### src/rtl/core/aip_pkg.sv
`default_nettype none
package aip_pkg;

  // Number base codes; the unused code behaves as decimal.
  localparam logic [1:0] BASE_OCT = 2'd0;
  localparam logic [1:0] BASE_DEC = 2'd1;
  localparam logic [1:0] BASE_HEX = 2'd2;

  // Width part of the type code (type_select[2:1]); bit 0 set means unsigned.
  localparam logic [1:0] WIDTH_8  = 2'd0;
  localparam logic [1:0] WIDTH_16 = 2'd1;
  localparam logic [1:0] WIDTH_32 = 2'd2;
  localparam logic [1:0] WIDTH_64 = 2'd3;

  // Register indexes on the configuration port (byte address bits [3:2]).
  localparam logic [1:0] REG_BASE   = 2'd0;
  localparam logic [1:0] REG_TYPE   = 2'd1;
  localparam logic [1:0] REG_NEGATE = 2'd2;

  localparam logic [1:0] RESET_BASE   = BASE_DEC;
  localparam logic [2:0] RESET_TYPE   = 3'd7;
  localparam logic       RESET_NEGATE = 1'b0;

  localparam logic [7:0] CHAR_ZERO   = 8'h30;
  localparam logic [7:0] CHAR_NINE   = 8'h39;
  localparam logic [7:0] CHAR_UPPERA = 8'h41;
  localparam logic [7:0] CHAR_UPPERF = 8'h46;
  localparam logic [7:0] CHAR_LOWERA = 8'h61;
  localparam logic [7:0] CHAR_LOWERF = 8'h66;

  localparam logic [4:0] DIGIT_BAD = 5'd16;

  // A finished string handed from the accumulator to the output stage.
  typedef struct packed {
    logic [63:0] acc;
    logic        bad;
    logic [2:0]  type_sel;
    logic        neg;
  } fin_t;

  // Digit value of a character in the given base, or DIGIT_BAD.
  function automatic logic [4:0] digit_of(input logic [7:0] c, input logic [1:0] base);
    logic [7:0] t;
    logic [4:0] d;
    logic [4:0] lim;
    t = 8'd0;
    d = DIGIT_BAD;
    if (c >= CHAR_ZERO && c <= CHAR_NINE) begin
      t = c - CHAR_ZERO;
      d = t[4:0];
    end else if (c >= CHAR_UPPERA && c <= CHAR_UPPERF) begin
      t = c - CHAR_UPPERA + 8'd10;
      d = t[4:0];
    end else if (c >= CHAR_LOWERA && c <= CHAR_LOWERF) begin
      t = c - CHAR_LOWERA + 8'd10;
      d = t[4:0];
    end
    case (base)
      BASE_OCT: lim = 5'd8;
      BASE_HEX: lim = 5'd16;
      default:  lim = 5'd10;
    endcase
    if (d >= lim) begin
      d = DIGIT_BAD;
    end
    return d;
  endfunction

endpackage
`default_nettype wire

### src/rtl/core/ascii_integer_parser.sv
// A word that ends a string passes the input, finish and result registers before its
// result appears. Throughput: one character word per cycle while char_stall is low;
// the accumulator's multiply-add of 8, 10 or 16 times the value plus the digit is
// combinational. Reset (synchronous, active high) empties all three stages, clears the
// accumulator and flags, and sets the registers to decimal base, u64 type and no negation.
`default_nettype none
module ascii_integer_parser (
  input  wire logic         clk,
  input  wire logic         rst,
  input  wire logic         char_valid,
  output logic              char_stall,
  input  wire logic [7:0]   char_code,
  input  wire logic         no_char,
  input  wire logic         end_of_string,
  output logic              result_valid,
  input  wire logic         result_stall,
  output logic              status,
  output logic [63:0]       value_bits,
  input  wire logic         psel,
  input  wire logic         penable,
  input  wire logic         pwrite,
  input  wire logic [3:0]   paddr,
  input  wire logic [31:0]  pwdata,
  output logic [31:0]       prdata,
  output logic              pready
);
  import aip_pkg::*;

  logic [1:0] base_select;
  logic [2:0] type_select;
  logic       negate_result;

  logic       a_valid;
  logic [7:0] a_char;
  logic       a_no_char;
  logic       a_end;
  logic       acc_ready;
  logic       word_valid;
  logic       fin_valid;
  fin_t       fin;
  logic       fin_ready;

  assign pready = 1'b1;

  always_ff @(posedge clk) begin
    if (rst) begin
      base_select   <= RESET_BASE;
      type_select   <= RESET_TYPE;
      negate_result <= RESET_NEGATE;
    end else if (psel && penable && pwrite) begin
      case (paddr[3:2])
        REG_BASE:   base_select   <= pwdata[1:0];
        REG_TYPE:   type_select   <= pwdata[2:0];
        REG_NEGATE: negate_result <= pwdata[0];
        default: ;
      endcase
    end
  end

  always_comb begin
    unique case (paddr[3:2])
      REG_BASE:   prdata = {30'd0, base_select};
      REG_TYPE:   prdata = {29'd0, type_select};
      REG_NEGATE: prdata = {31'd0, negate_result};
      default:    prdata = 32'd0;
    endcase
  end

  // Input register: holds one word while the accumulator stage is blocked.
  assign word_valid = a_valid && acc_ready;
  assign char_stall = a_valid && !acc_ready;

  always_ff @(posedge clk) begin
    if (rst) begin
      a_valid <= 1'b0;
    end else if (!char_stall) begin
      a_valid <= char_valid;
    end
  end

  always_ff @(posedge clk) begin
    if (char_valid && !char_stall) begin
      a_char    <= char_code;
      a_no_char <= no_char;
      a_end     <= end_of_string;
    end
  end

  aip_accumulate u_accumulate (
    .clk           (clk),
    .rst           (rst),
    .word_valid    (word_valid),
    .char_code     (a_char),
    .no_char       (a_no_char),
    .end_of_string (a_end),
    .base_select   (base_select),
    .type_select   (type_select),
    .negate_result (negate_result),
    .ready         (acc_ready),
    .fin_valid     (fin_valid),
    .fin           (fin),
    .fin_ready     (fin_ready)
  );

  aip_finish u_finish (
    .clk          (clk),
    .rst          (rst),
    .fin_valid    (fin_valid),
    .fin          (fin),
    .fin_ready    (fin_ready),
    .result_valid (result_valid),
    .result_stall (result_stall),
    .status       (status),
    .value_bits   (value_bits)
  );

  a_error_zero : assert property (@(posedge clk) disable iff (rst)
    result_valid && status |-> value_bits == 64'd0)
    else $error("error result carries a non-zero value");

  a_end_reaches_fin : assert property (@(posedge clk) disable iff (rst)
    word_valid && a_end |=> fin_valid)
    else $error("end of string did not reach the finish stage");

  a_stall_only_full : assert property (@(posedge clk) disable iff (rst)
    char_stall |-> a_valid && fin_valid)
    else $error("input stalled with room in the pipeline");

  a_reset_empty : assert property (@(posedge clk)
    $fell(rst) |-> !result_valid && !fin_valid && !a_valid)
    else $error("pipeline not empty after reset");

endmodule
`default_nettype wire

### src/rtl/core/aip_accumulate.sv
`default_nettype none
module aip_accumulate (
  input  wire logic         clk,
  input  wire logic         rst,
  input  wire logic         word_valid,
  input  wire logic [7:0]   char_code,
  input  wire logic         no_char,
  input  wire logic         end_of_string,
  input  wire logic [1:0]   base_select,
  input  wire logic [2:0]   type_select,
  input  wire logic         negate_result,
  output logic              ready,
  output logic              fin_valid,
  output aip_pkg::fin_t     fin,
  input  wire logic         fin_ready
);
  import aip_pkg::*;

  logic [63:0] acc;
  logic        err;
  logic        seen;
  logic [63:0] acc_next;
  logic        err_next;
  logic        seen_next;
  logic [4:0]  digit;
  logic [67:0] prod;
  logic [67:0] sum;
  logic        ovf;

  assign ready = !fin_valid || fin_ready;

  always_comb begin
    digit = digit_of(char_code, base_select);
    case (base_select)
      BASE_OCT: prod = {1'b0, acc, 3'b000};
      BASE_HEX: prod = {acc, 4'b0000};
      default:  prod = {1'b0, acc, 3'b000} + {3'b000, acc, 1'b0};
    endcase
    sum = prod + {63'd0, digit};
    // Anything above bit 63 means the value no longer fits in 64 bits.
    ovf = |sum[67:64];

    acc_next  = acc;
    err_next  = err;
    seen_next = seen;
    if (!no_char) begin
      seen_next = 1'b1;
      if (digit == DIGIT_BAD) begin
        err_next = 1'b1;
      end else if (!err) begin
        if (ovf) begin
          err_next = 1'b1;
        end else begin
          acc_next = sum[63:0];
        end
      end
    end
  end

  always_ff @(posedge clk) begin
    if (rst) begin
      acc       <= 64'd0;
      err       <= 1'b0;
      seen      <= 1'b0;
      fin_valid <= 1'b0;
    end else begin
      if (word_valid) begin
        if (end_of_string) begin
          acc  <= 64'd0;
          err  <= 1'b0;
          seen <= 1'b0;
        end else begin
          acc  <= acc_next;
          err  <= err_next;
          seen <= seen_next;
        end
      end
      if (word_valid && end_of_string) begin
        fin_valid <= 1'b1;
      end else if (fin_ready) begin
        fin_valid <= 1'b0;
      end
    end
  end

  always_ff @(posedge clk) begin
    if (word_valid && end_of_string) begin
      fin.acc      <= acc_next;
      fin.bad      <= err_next || !seen_next;
      fin.type_sel <= type_select;
      fin.neg      <= negate_result;
    end
  end

endmodule
`default_nettype wire

### src/rtl/core/aip_finish.sv
`default_nettype none
module aip_finish (
  input  wire logic         clk,
  input  wire logic         rst,
  input  wire logic         fin_valid,
  input  aip_pkg::fin_t     fin,
  output logic              fin_ready,
  output logic              result_valid,
  input  wire logic         result_stall,
  output logic              status,
  output logic [63:0]       value_bits
);
  import aip_pkg::*;

  logic [63:0] mask;
  logic [63:0] limit;
  logic [63:0] v;
  logic [63:0] ext;
  logic        is_signed;
  logic        bad;

  assign fin_ready = !result_valid || !result_stall;

  always_comb begin
    is_signed = !fin.type_sel[0];
    case (fin.type_sel[2:1])
      WIDTH_8:  mask = 64'h0000_0000_0000_00FF;
      WIDTH_16: mask = 64'h0000_0000_0000_FFFF;
      WIDTH_32: mask = 64'h0000_0000_FFFF_FFFF;
      default:  mask = 64'hFFFF_FFFF_FFFF_FFFF;
    endcase
    // A negated signed value may reach one past the positive limit.
    if (is_signed) begin
      limit = (mask >> 1) + {63'd0, fin.neg};
    end else begin
      limit = mask;
    end
    bad = fin.bad || (fin.acc > limit);
    v = fin.neg ? (64'd0 - fin.acc) : fin.acc;
    case (fin.type_sel[2:1])
      WIDTH_8:  ext = {{56{is_signed & v[7]}}, v[7:0]};
      WIDTH_16: ext = {{48{is_signed & v[15]}}, v[15:0]};
      WIDTH_32: ext = {{32{is_signed & v[31]}}, v[31:0]};
      default:  ext = v;
    endcase
  end

  always_ff @(posedge clk) begin
    if (rst) begin
      result_valid <= 1'b0;
    end else if (fin_ready) begin
      result_valid <= fin_valid;
    end
  end

  always_ff @(posedge clk) begin
    if (fin_valid && fin_ready) begin
      status     <= bad;
      value_bits <= bad ? 64'd0 : ext;
    end
  end

endmodule
`default_nettype wire

### config.mk
export PLATFORM = sky130hd
export DESIGN_NAME = ascii_integer_parser
export DESIGN_NICKNAME = d
export VERILOG_FILES = /design/src/rtl/core/aip_pkg.sv /design/src/rtl/core/ascii_integer_parser.sv /design/src/rtl/core/aip_accumulate.sv /design/src/rtl/core/aip_finish.sv
export SDC_FILE = /design/constraint.sdc
export NUM_CORES = 1
export LEC_CHECK = 0
export BUFFER_PORTS_ARGS = -buffer_cell sky130_fd_sc_hd__buf_2
export CAP_MARGIN = 20
export CORE_MARGIN = 2
export CORE_UTILIZATION = 40
export CTS_CLUSTER_DIAMETER = 150
export CTS_CLUSTER_SIZE = 16
export DETAILED_ROUTE_END_ITERATION = 6
export HOLD_SLACK_MARGIN = 0.05
export PLACE_DENSITY_LB_ADDON = 0.12
export SLEW_MARGIN = 30
export SYNTH_ARGS = -nofsm -noshare
export SYNTH_HDL_FRONTEND = slang
export SYNTH_SLANG_ARGS = --single-unit
### constraint.sdc
create_clock -name clk -period 18.6 [get_ports clk]
set_clock_uncertainty 0.05 [all_clocks]
set_input_delay 0.93 -clock clk [delete_from_list [all_inputs] [get_ports clk]]
set_output_delay 0.93 -clock clk [all_outputs]
set_load 0.02 [all_outputs]
==> impl_results.md, run 1 <==
- Async S/R FF share, synth: 0
- R2R Setup Slk: 10,470 ps
- Switch share: 0.239
- First-pass GRT wire length: between 90,000 and 100,000 um
- Clock tree buffer depth: 3
- CTS Hold Buffers Added: 0
- Hold Crit Depth: 0
- CTS resizes: 0
- Root Driver: clkbuf_16
- Slew headroom: 0.396
- Vias: 17,500
- Worst setup path category: register to register
- Startpoint type of the worst setup path: register
- Status: completed
- Total Power: 950 uW
- Multi-input gate area: 0.0131 mm^2
- DP Area: 0.0205 mm^2
- DR iter-0 viols: between 1,500 and 2,000
- Die area: slightly above 0.05 mm^2
- GPL Wtd Cong: 0.951
- Clock Power Share: 0.361
- CTS tree: yes
- Max Cap Violations: 0
- Commonest non-fill, non-tap cell in the layout: nand2_1
- Final Critical Period: 8130 ps
- Sink Count: 219
- Share of cells above drive strength 1: 0.101
- Unique masters post-synth: 93
- Critical-path top delay cell: or4b_2
- Cell family with most CP delay: simple AND/OR/NAND/NOR gates
- Worst skew pair latency: ~510 ps
- Cell Area, Synth: 0.0197 mm^2
- Share of total power in combinational logic: 0.077
- Setup Viol. Count Final: 0
- Crit. End Element: register
- Die W: around 230 um
- Starting Density: 0.404
- Cts bufs inserted: 17
- Syn Area/Cell: 8.54 um^2
- Number of global-route vias before repair: 16,600
- NetSw: around 230 uW
- Reg2reg path depth: 24
- Top FF cell, synth: edfxtp_1
- CTS clk-pin slew, worst paths: ~70 ps
- Post-Route Setup TNS: 0 ps
- Largest net degree at the start of global routing: a little over 70
- Antenna cells: 0
- Synth Register Bits: ~220
- # DRC: 0
- CP max stage delay: 730 ps
- Reg area: 0.00583 mm^2
- R2r endpoint: u_accumulate.fin[67]
- Post-synth EDFFs: approximately 140
- HPWL Detailed: between 40,000 and 50,000 um
- Critical path, cell by cell: or4b_2 > nor3_1 > a22oi_1 > ha_1 > inv_1 > o31a_1 > a31oi_1 > o21ai_0 > nand2b_1 > or2_2 > ha_1 > nor2b_1 > o21a_1 > nand3_1 > nor4_1 > nand3_1 > or4_1 > nor3_1 > and2_1 > nand4_1 > and3b_1 > o21ai_4 > buf_4 > mux2_2
- Flop pwr share: 0.562
- LEAKAGE: 7.68 nW
- Die height: between 200 and 250 um
- Hold Crit Class: register to register
- Crit path required time: 18,780 ps
- Worst Hold End: u_accumulate.fin[1]
- Pwr Density: 45.2 mW/mm^2
- I/O Buffers: 91
- WP buf/inv: 2
- Initial antenna violation count: 0
- GRT Overall Usage: 0.227
- Syn Inst Count: 2,309
- Maximum vdd drop: approximately 0.046 mV
- Final cell area excluding filler cells: roughly 0.021 mm^2
- RSZ-0062 raised after global routing: false
- H-tree depth: 1
- Worst flop-to-flop path startpoint: a_char[4]
- WL/cell: 19.7 um
- Detailed Route WL: between 50,000 and 60,000 um
- Syn. warnings: 0
- Hold_sp: type_select[0]
- Crit path DAT: ~8300 ps
- Synth-to-Final Area Change: 6.75%
- Highest Clock Rate: 123 MHz
- Worst-margin pin slew: around 900 ps
- Total internal power: 723 uW
- Via-to-Cell Ratio: 5.88
- Num rows: 81
- Grt ovf: 0
- Endpoints failing hold: 0
- Setup crit start: a_char[4]
- Count of pins over their slew limit: 0
- Final worst-path cycle share: 0.437
- NumNets Final: 2,505
- Core footprint: roughly 0.049 mm^2
- Ports: around 150
- Most frequent cells in the layout: nand2_1, a21oi_1, nor2_1
- Seq/Total Area, Yosys: 0.295
- DRT Pass-1 Iters: 5
- Critical path peak fanout: 33
- Post-CTS Setup Repair Bufs: 0
- Detail Route Antenna Nets: 0
- Fillers: 4,833
-- Yosys cell counts (15+ instances only) --
master,n,area (um^2)
nand2_1,227,852
a21oi_1,223,1120
nor2_1,175,657
edfxtp_1,144,4320
ha_1,141,1760
o21ai_0,110,551
xnor2_1,99,867
clkbuf_1,84,315
dfxtp_1,75,1500
mux2_2,58,653
nand2b_1,58,363
mux2i_1,54,541
nand4_1,54,338
nor3_1,52,260
o2bb2ai_1,52,455
inv_1,47,176
xor2_1,45,394
a21o_1,44,330
nand3_1,43,215
buf_4,34,255
o21a_1,27,203
nor2b_1,25,156
o31ai_1,24,180
a211oi_1,22,165
and2_1,22,138
or4_1,21,158
o211ai_1,20,150
a31oi_1,19,119
buf_2,19,95.1
nor4_1,19,119
and4_1,16,140
o32ai_1,15,131
-- registers in the layout (all words and copies together), names as in the netlist --
name and flops:
u_accumulate.fin 69, u_accumulate.acc 64, u_finish.value_bits 64, a_char 8, type_select 3, base_select 2, a_end 1, a_no_char 1
a_valid 1, negate_result 1, u_accumulate.err 1, u_accumulate.fin_valid 1, u_accumulate.seen 1, u_finish.result_valid 1, u_finish.status 1
-- logic make-up (layout without fill, tap and decap cells) --
kind of cell / count (synthesis) / after routing / share of synthesized area
adders and majority gates: 143 / 143 / 0.0915
muxes: 117 / 117 / 0.0634
DFF: 219 / 219 / 0.295
and+or+nand+nor: 793 / 793 / 0.205
AOI/OAI and AO/OA: 686 / 686 / 0.232
buffers and inverters: 205 / 188 / 0.0482
other: 2 / 30 / 0.000381
xor gates and xnor gates: 144 / 144 / 0.0640
-- power groups by stage --
stage                     clock network [mW]  registers (mW)  logic, mW
after global routing                   0.373           0.536     0.0812
after floorplan                            0           0.546     0.0570
after global placement                     0           0.545     0.0713
after CTS                              0.359           0.534     0.0730
final                                  0.343           0.534     0.0728
after detailed placement                   0           0.545     0.0727
-- metrics by stage --
step	worst slack, ps	util	hold WS, ps	instances
3_5_place_dp	10600	0.422	409	2954
4_1_cts	10540	0.431	428	2984
5_1_grt	9890	0.432	452	2984
3_3_place_gp	10190	0.421	410	2953
2_1_floorplan	10900	-	365	2337
6_report	10470	0.432	432	2984
-- area by class of cell --
class / instances / area share
clock inverters: 2 / 0.000773
repair buffers: 108 / 0.0287
flip-flops and latches: 219 / 0.277
inverters: 50 / 0.00892
clock buffers: 28 / 0.0222
multi-input cells: 1913 / 0.623
well taps: 664 / 0.0395
-- worst max-delay path by stage --
stage / slack [ps] / to / cells past startpoint
final: 10470 / u_accumulate.fin[67] / 24
after detailed placement: 10600 / u_accumulate.fin[67] / 26
after CTS: 10540 / u_accumulate.fin[67] / 24
after global placement: 10190 / u_accumulate.fin[67] / 24
after floorplan: 10900 / u_accumulate.fin[57] / 34
after global routing: 9890 / u_accumulate.fin[67] / 25
-- routing by layer --
layer | vias to the layer above | share of wire | GRT usage
met1 | 8359 | 0.50 | 0.339
li1 | 8668 | - | -
met4 | 0 | 0.022 | 0.0581
met3 | 67 | 0.049 | 0.0161
met5 | - | 0 | 0
met2 | 454 | 0.43 | 0.354
No activity file was read; power rests on OpenSTA's default activity.
==> inputs of run 2 (changes only) <==
==> constraint.sdc (replaced) <==
create_clock -name clk -period 8.5 [get_ports clk]
set_clock_uncertainty 0.05 [all_clocks]
set_input_delay 0.425 -clock clk [delete_from_list [all_inputs] [get_ports clk]]
set_output_delay 0.425 -clock clk [all_outputs]
set_load 0.02 [all_outputs]
==> run 2 against run 1 <==
Non-clock buffer count rose by 13. Worst setup slack got worse by 9700 ps. Critical path depth rose by 1. Register-to-register slack got worse by 9700 ps.
==> impl_results.md, run 2 (synthesized netlist as in run 1, its figures left out) <==
- Status: completed
- Ports: 153 (unchanged)
- Largest register FFs: 69 (unchanged)
- Hold_sp: pwdata[1]
- Wire length on met2: 24,900 um (-1.4%)
- NetSw: 501 uW (+120%)
- Critical path peak fanout: 33 (unchanged)
- GPL Wtd Cong: 0.936 (-1.5%)
- Slew headroom: 0.343 (-0.0524)
- WHS: 124 ps (-308 ps)
- Die height: 226 um (unchanged)
- DRT Pass-1 Iters: 6 (+1)
- Setup Slack @ Placement: 855 ps (-9740 ps)
- Endpoints failing hold: 0 (unchanged)
- Crit path required time: 8800 ps (-9980 ps)
- Maximum vdd drop: 0.102 mV (+120%)
- Most frequent cells in the layout: nand2_1, a21oi_1, nor2_1
- Post-Route Setup TNS: 0 ps (unchanged)
- Startpoint type of the worst setup path: register
- Total Power: 2.09 mW (+120%)
- GRT Overall Usage: 0.232 (+0.00525)
- Sink Count: 219 (unchanged)
- Highest Clock Rate: 128 MHz (+4.5%)
- Root Driver: clkbuf_16
- Die W: 226 um (unchanged)
- Worst Hold End: type_select[1]
- Total internal power: 1.59 mW (+120%)
- Top Registers: u_accumulate.fin x69, u_accumulate.acc x64, u_finish.value_bits x64
- Flop pwr share: 0.560 (-0.002)
- NumNets Final: 2,518 (+0.52%)
- Num rows: 81 (unchanged)
- Reg2reg path depth: 25 (+4.2%)
- Worst skew pair latency: 500 ps (about the same)
- Final worst slack: 718 ps (-9750 ps)
- Largest Register: u_accumulate.fin
- DR iter-0 viols: 1,429 (-8.6%)
- Hold Crit Depth: 2 (+2)
- H-tree depth: 1 (unchanged)
- Starting Density: 0.404 (unchanged)
- R2R Setup Slk: 720 ps (-9750 ps)
- WL/cell: 20.2 um (+2.5%)
- Grt ovf: 0 (unchanged)
- LEAKAGE: 7.73 nW (+0.75%)
- Met1 WL: 30,700 um (+4.6%)
- Antenna cells: 0 (unchanged)
- Largest net degree at the start of global routing: 89 (+25%)
- Final worst-path cycle share: 0.916 (+0.478)
- Crit path DAT: 8090 ps (-230 ps)
- Hold Crit Class: input port to register
- Setup Viol. Count Final: 0 (unchanged)
- Clock tree buffer depth: 3 (unchanged)
- Synth-to-Final Area Change: 7.31%
- Worst flop-to-flop path startpoint: a_char[4]
- Die area: 0.0511 mm^2 (unchanged)
- Cts bufs inserted: 17 (unchanged)
- Initial antenna violation count: 0 (unchanged)
- Commonest non-fill, non-tap cell in the layout: nand2_1
- Share of cells above drive strength 1: 0.101 (-0.000136)
- Routed met3 length: 3350 um (+16%)
- Core footprint: 0.0487 mm^2 (unchanged)
- Worst-margin pin slew: 977 ps (+79.7 ps)
- Detail Route Antenna Nets: 0 (unchanged)
- Vias: 17,600 (+0.18%)
- CTS resizes: 0 (unchanged)
- HPWL Detailed: 47,600 um (+3.1%)
- First-pass GRT wire length: 93,400 um (+1.1%)
- Via-to-Cell Ratio: 5.87 (-0.26%)
- Switch share: 0.240 (+0.00120)
- Pwr Density: 98.7 mW/mm^2 (+120%)
- Share of total power in combinational logic: 0.079 (+0.002)
- Fillers: 4,899 (+1.4%)
- Number of global-route vias before repair: 16,300 (-1.6%)
- Count of pins over their slew limit: 0 (unchanged)
- Worst setup path category: register to register
- # DRC: 0 (unchanged)
- CTS clk-pin slew, worst paths: 80 ps (about the same)
- Detailed Route WL: 60,500 um (+2.9%)
- Clock Power Share: 0.361 (about the same)
- RSZ-0062 raised after global routing: false
- Max Cap Violations: 0 (unchanged)
- I/O Buffers: 91 (unchanged)
- R2r endpoint: u_accumulate.acc[36]
- CTS tree: yes
- Final Critical Period: 7780 ps (-350 ps)
- Crit. End Element: register
- Uppermost routed layer: met4
[run 2: how the worst max path moves through the flow]
stage,start,cells after the start,endpoint
after floorplan,base_select[0],34,u_accumulate.fin[57]
after global placement,a_char[4],24,u_accumulate.acc[36]
final,a_char[4],25,u_accumulate.acc[36]
after global routing,a_char[4],25,u_accumulate.acc[36]
after detailed placement,a_char[4],24,u_accumulate.acc[36]
after CTS,a_char[4],25,u_accumulate.acc[36]
[run 2: per-layer routing]
| layer | GRT usage | vias up |
|---|---|---|
| li1 | - | 8670 |
| met1 | 0.364 | 8380 |
| met2 | 0.341 | 471 |
| met3 | 0.0125 | 58 |
| met4 | 0.0641 | 0 |
| met5 | 0 | - |
[run 2: power groups by stage]
stage	Clock [mW]	Sequential, mW	Combinational, mW
6_report	0.753	1.17	0.166
5_1_grt	0.807	1.17	0.185
4_1_cts	0.777	1.17	0.166
2_1_floorplan	0	1.20	0.125
3_5_place_dp	0	1.19	0.161
3_3_place_gp	0	1.19	0.158
[run 2: what timing repair did]
| action | in CTS | in global routing |
|---|---|---|
| hold endpoints to repair | 11 | 0 |
| buffers inserted | 0 | 0 |
| hold buffers | 11 | 0 |
[run 2: critical path, stage by stage (launching register included)]
cell and delay [ps]:
edfxtp_1 440, or4b_2 730, nor3_1 340, a22oi_1 180
ha_1 310, inv_1 40, o31a_1 280, a31oi_1 150
o21ai_0 90, nand2b_1 190, nor3_1 80, ha_1 340
a21oi_1 90, nor2b_1 160, o21a_1 170, nand3_1 100
nor4_1 480, nand3_1 180, or4_1 550, nor3_1 460
and2_1 340, nand4_1 160, a21oi_1 430, o31a_2 680
buf_4 480, o32ai_1 130
[run 2: through the flow]
stage / cell area (um^2) / util / cells
final: 21200 / 0.434 / 2997
after floorplan: 19800 / - / 2337
after CTS: 21200 / 0.434 / 2997
after detailed placement: 20600 / 0.422 / 2956
after global placement: 20500 / 0.421 / 2955
after global routing: 21200 / 0.434 / 2997
[run 2: cell type report]
cell class	count	area [um^2]	area share
multi-input cells	1913	13100	0.619
flip-flops and latches	219	5830	0.276
repair buffers	121	718	0.0339
clock buffers	28	467	0.0221
well taps	664	831	0.0393
inverters	50	188	0.00887
clock inverters	2	15.0	0.000710
